==> config.mk <==
export PLATFORM = sky130hd
export DESIGN_NAME = nirx_stride
export DESIGN_NICKNAME = d
export VERILOG_FILES = /design/src/design/nirx_pkg.sv /design/src/design/nirx_stride.sv
export SDC_FILE = /design/constraint.sdc
export NUM_CORES = 2
export LEC_CHECK = 0
export ABC_CLOCK_PERIOD_IN_PS = 18300
export BUFFER_PORTS_ARGS = -buffer_cell sky130_fd_sc_hd__buf_4
export CORE_UTILIZATION = 55
export DETAILED_ROUTE_END_ITERATION = 10
export PLACE_DENSITY = 0.76
export SLEW_MARGIN = 20
export SYNTH_ARGS = -nofsm -noshare
export SYNTH_HDL_FRONTEND = slang
export SYNTH_SLANG_ARGS = --single-unit
==> constraint.sdc <==
create_clock -name clk -period 18.3 [get_ports clk]
set_clock_uncertainty 0.2 [all_clocks]
set_input_delay 3.66 -clock clk [delete_from_list [all_inputs] [get_ports clk]]
set_output_delay 3.66 -clock clk [all_outputs]
set_load 0.005 [all_outputs]
==> src/design/nirx_pkg.sv <==
// Shared constants, types and helpers of the index converter.
package nirx_pkg;

	localparam int LANES     = 4;
	localparam int LIN_W     = 48;
	localparam int CRD_W     = 12;
	localparam int EXT_W     = 13;
	localparam int MOD_W     = LIN_W + 1;
	localparam int MOD_STEPS = LIN_W;
	localparam int DIV_STEPS = CRD_W;
	localparam int LAT       = MOD_STEPS + DIV_STEPS;
	localparam int SETTLE    = LANES + 1;
	localparam int PROD_W    = LIN_W + EXT_W;

	typedef enum logic [2:0] {
		REG_NUM_AXES = 3'd0,
		REG_EXTENT_0 = 3'd1,
		REG_EXTENT_1 = 3'd2,
		REG_EXTENT_2 = 3'd3,
		REG_EXTENT_3 = 3'd4
	} reg_idx_t;

	typedef struct packed {
		logic             in_use;
		logic [EXT_W-1:0] extent;
		logic [LIN_W-1:0] stride;
		logic [MOD_W-1:0] modulus;
	} lane_cfg_t;

	// zero reads as one, anything past 4096 saturates
	function automatic logic [EXT_W-1:0] eff_extent(input logic [EXT_W-1:0] e);
		logic [EXT_W-1:0] r;
		r = e;
		if (e == '0) r = EXT_W'(1);
		if (e > EXT_W'(4096)) r = EXT_W'(4096);
		return r;
	endfunction

	function automatic logic [2:0] axes_in_use(input logic [2:0] na);
		logic [2:0] r;
		r = na;
		if (na == 3'd0) r = 3'd1;
		if (na > 3'(LANES)) r = 3'(LANES);
		return r;
	endfunction

endpackage

==> src/design/nirx_stride.sv <==
// Stride and modulus registers, relaxed from the extent registers.
module nirx_stride (
	input  logic                                 clk,
	input  logic                                 arst_n,
	input  logic [2:0]                           num_axes,
	input  logic [nirx_pkg::LANES-1:0][nirx_pkg::EXT_W-1:0] extent,
	output nirx_pkg::lane_cfg_t [nirx_pkg::LANES-1:0]       cfg
);
	logic [nirx_pkg::LANES-1:0][nirx_pkg::LIN_W-1:0] stride_q;
	logic [nirx_pkg::LANES-1:0][nirx_pkg::MOD_W-1:0] mod_q;
	logic [nirx_pkg::LANES-1:0][nirx_pkg::EXT_W-1:0] eff;
	logic [2:0] n;

	always_comb begin
		n = nirx_pkg::axes_in_use(num_axes);
		for (int a = 0; a < nirx_pkg::LANES; a++) begin
			eff[a] = nirx_pkg::eff_extent(extent[a]);
			cfg[a].in_use  = (3'(a) < n);
			cfg[a].extent  = eff[a];
			cfg[a].stride  = stride_q[a];
			cfg[a].modulus = mod_q[a];
		end
	end

	// strides ripple from the last axis in use toward axis 0; moduli follow
	always_ff @(posedge clk or negedge arst_n) begin
		if (!arst_n) begin
			for (int a = 0; a < nirx_pkg::LANES; a++) begin
				stride_q[a] <= (a == 0) ? nirx_pkg::LIN_W'(1) : '0;
				mod_q[a]    <= (a == 0) ? nirx_pkg::MOD_W'(1) : '0;
			end
		end else begin
			for (int a = 0; a < nirx_pkg::LANES; a++) begin
				if (3'(a) >= n)
					stride_q[a] <= '0;
				else if (3'(a) == n - 3'd1)
					stride_q[a] <= nirx_pkg::LIN_W'(1);
				else if (a < nirx_pkg::LANES - 1)
					stride_q[a] <= nirx_pkg::LIN_W'(nirx_pkg::PROD_W'(stride_q[a+1])
						* nirx_pkg::PROD_W'(eff[a+1]));
				else
					stride_q[a] <= '0;
				mod_q[a] <= nirx_pkg::MOD_W'(nirx_pkg::PROD_W'(stride_q[a])
					* nirx_pkg::PROD_W'(eff[a]));
			end
		end
	end
endmodule

==> summary.txt <==
Outcome
  • Status: complete, but fails checks
  • Violated checks: design-rule violations

Detailed routing
  • DR DRC count: 46
  • Drt pass-1 iters: 11
  • Vias per std cell: 5.34
  • DRT iter0 DRCs: 2337
  • Wire per inst: 18.6 um
  • Final antenna-violating net count: 0
  • Total number of vias: 30300
  • DRT Wirelength: 106000 um

GRT
  • Antenna violations before repair: 2
  • Largest net degree at the start of global routing: 100
  • Total global routing overflow: 0
  • Total Routing Usage GR: 28.6%
  • Vias in the first global route: 31500
  • Global-route wire length before repair: 168000 um

STA
  • Period minus WS final: 10.40 ns
  • Final period utilization: 56.9%
  • Fmax: 0.0961 GHz
  • Setup TNS: 0 ns
  • RSZ-0062 raised after global routing: false
  • Final hold vios: 0
  • Final setup vio count: 0
  • Fin worst setup slack: 7.90 ns
  • Max Transition Viols Final: 0
  • Tightest Pin Transition: 1.14 ns
  • Max-slew headroom: 23.8%

Floorplanning
  • Site Rows: 99
  • Total die area: 75700 um^2
  • Initial core utilization: 55.9%
  • Core footprint: 73500 um^2
  • Die span in y: 275 um
  • Ports: 501
  • Die Span X: 275 um

Placed design
  • Port-buffer cells: 329
  • Global placement routability congestion: 0.986
  • Setup WS pre-CTS: 7.26 ns
  • DPL Wire Length: 83400 um

Power and ir drop
  • Power per cell area: 72.3 nW/um^2
  • IR drop worst, VDD: 0.0913 mV
  • P_int: 1.67 mW
  • Switching Power: 1.56 mW
  • Clock Power Share: 16.8%
  • Combinational share of power: 59.4%
  • Net Sw Frac: 48.3%
  • Share of power burned in registers: 23.9%
  • Lkg Pwr: 24.1 nW

Synthesis
  • Mux share of post-synthesis cell area: 0.0732%
  • Synth area leader: fa_1
  • Post-synthesis register bit count: 218
  • Synth Cell Area: 41000 um^2
  • Register area share after synthesis: 13.3%
  • Syn Inst Count: 4523
  • Synth cell types: 72
  • Top FF cell, synth: dfrtp_1
  • Ranking of synthesized cells by area: fa_1 41%, dfrtp_1 13%, inv_1 9.0%, ha_1 7.5%, and2_1 7.0%
  • Avg Cell Area, Syn: 9.07 um^2
  • Synth Area in Simple Gates: 16.8%
  • Synth Area in Adders: 48.5%
  • Ys Warns: 0
  • Synth async-reset ratio: 100%
  • Post-synth top area share: 41.0%
  • Post-synth EDFFs: 0
  • Main combinational cell family by area after synthesis: adder cells
  • Xor and xnor area share after synthesis: 2.26%
  • Compound-Gate Fraction of Synth Area: 4.86%

Clocking
  • Post_cts resized: 0
  • CTS Buffer Depth: 3
  • Sink Count: 218
  • CTS root buffer: clkbuf_16
  • Hold_buf cts: 0
  • Total CTS buffers: 27
  • Clk pin slew, worst setup/hold paths: 0.06 ns
  • CTS tree: built
  • Clock latency on the worst-skew pair: 0.60 ns
  • CTS HTree Levels: 1
  • Post-CTS Setup Bufs: 0

Job
  • Max Cap Viol: 0

Worst setup path
  • Required @ worst endpoint: 18.58 ns
  • Crit path largest cell delay: 0.93 ns
  • Critical path launch point type: input port
  • Crit Path Class: in -> reg
  • Slowest-stage cell, CP: nor2b_4
  • Crit-path cells: buf_4 -> nor2b_4 -> nand2_1 -> fa_1 -> inv_1 -> fa_1 -> fa_1 -> fa_1 -> inv_1 -> fa_1 -> inv_1 -> ha_1 -> nand3_1 -> or3_1 -> o311a_1 -> a211oi_2 -> a31oi_1 -> o311ai_1 -> a21oi_1 -> xnor2_1
  • Crit path top cell by count: fa_1
  • Arr. time, crit path: 10.69 ns
  • Crit path capture type: flip-flop
  • Crit-path leading delay family: adder cells
  • CP max FO: 51
  • Bufs and invs on worst path: 4

Layout
  • Area Overhead vs Synth: 8.64%
  • Final nets: 5834
  • Proportion of layout cells with a drive suffix above 1: 9.72%
  • Flip-flop count of the largest register after layout: 218

Min path
  • HP Class: reg -> reg
per-stage QoR:
step | util [%] | cell area, um^2 | power (mW) | hold WS, ns | instances
3_3_place_gp | 59.3 | 43600 | 2.61 | 0.387 | 5617
5_1_grt | 60.7 | 44600 | 3.51 | 0.438 | 5670
6_report | 60.7 | 44600 | 3.22 | 0.421 | 5671
3_5_place_dp | 59.4 | 43600 | 2.67 | 0.386 | 5619
4_1_cts | 60.6 | 44500 | 3.22 | 0.413 | 5668
2_1_floorplan | - | 41700 | 2.01 | 0.298 | 4692
layout by cell type (no fill, tap or decap), types with 8 or more instances in the layout:
cell type / n
a211oi_1: 12
a21o_1: 47
a21oi_1: 95
a31oi_1: 12
and2_1: 459
and3_1: 18
buf_4: 360
clkbuf_16: 27
clkinv_4: 8
conb_1: 171
dfrtp_1: 216
fa_1: 841
ha_1: 245
inv_1: 987
nand2_1: 748
nand2b_1: 11
nand3_1: 26
nand4_1: 11
nor2_1: 40
nor2b_1: 43
nor2b_2: 14
nor2b_4: 8
nor3_1: 19
nor4_1: 13
o21a_1: 14
o21ai_0: 43
o21ai_1: 10
o21bai_1: 11
xnor2_1: 69
xor2_1: 37
power groups by stage:
stage	combinational, mW	sequential [mW]	clock, mW
after global routing	2.16	0.775	0.573
after detailed placement	1.90	0.767	0
after global placement	1.84	0.765	0
after floorplan	1.37	0.642	0
final	1.91	0.770	0.540
after CTS	1.91	0.759	0.552
layout make-up:
class | instances | area [um^2]
multi-input cells | 3092 | 30500
fillers | 6228 | 28900
flip-flops and latches | 218 | 5460
inverters | 987 | 3700
repair buffers | 365 | 2820
well taps | 959 | 1200
clock buffers | 28 | 689
clock inverters | 21 | 224
diodes | 1 | 2.50
Yosys cell counts, types with 5 or more instances:
cell / number
o21ai_1: 10
a21oi_1: 95
nor2b_1: 65
or2_2: 5
nor3_1: 19
nand2_1: 748
nor2_1: 42
xor2_1: 37
o21bai_1: 11
and2_1: 459
xnor2_1: 69
a31oi_1: 12
nand3_1: 26
a21o_1: 47
o21a_1: 14
a211oi_1: 12
dfrtp_1: 216
fa_1: 841
o211ai_1: 6
nand2b_1: 11
ha_1: 245
nor4_1: 13
buf_4: 171
o21ai_0: 43
and3_1: 18
clkbuf_1: 218
inv_1: 987
nand4_1: 11
layer usage:
metal  wire length (um)  share of wire (%)  global-route usage [%]
met2              51400                 49                    47.8
met1              41600                 39                    38.2
met5                 80              0.076                       0
met3               9570                9.0                    5.30
met4               3100                2.9                    8.36
kinds of logic after synthesis:
logic type | Yosys count
simple gates | 1425
flops | 218
buf+inv | 1382
mux | 3
xor+xnor | 106
compound gates | 301
other cells | 2
fa+ha+maj | 1086
worst paths after layout:
check | end | depth (start not counted) | from | slack, ns
setup reg to reg | cfg[45] | 18 | cfg[69] | 11.42
min in group asynchronous | cfg[12] | 1 | arst_n | 2.83
max in group asynchronous | cfg[342] | 2 | arst_n | 13.60
hold reg to reg | cfg[345] | 1 | cfg[382] | 0.42
setup / recovery | cfg[45] | 20 | extent[12] | 7.90
hold / removal | cfg[345] | 1 | cfg[382] | 0.42
(Power assumes the default switching activity.)
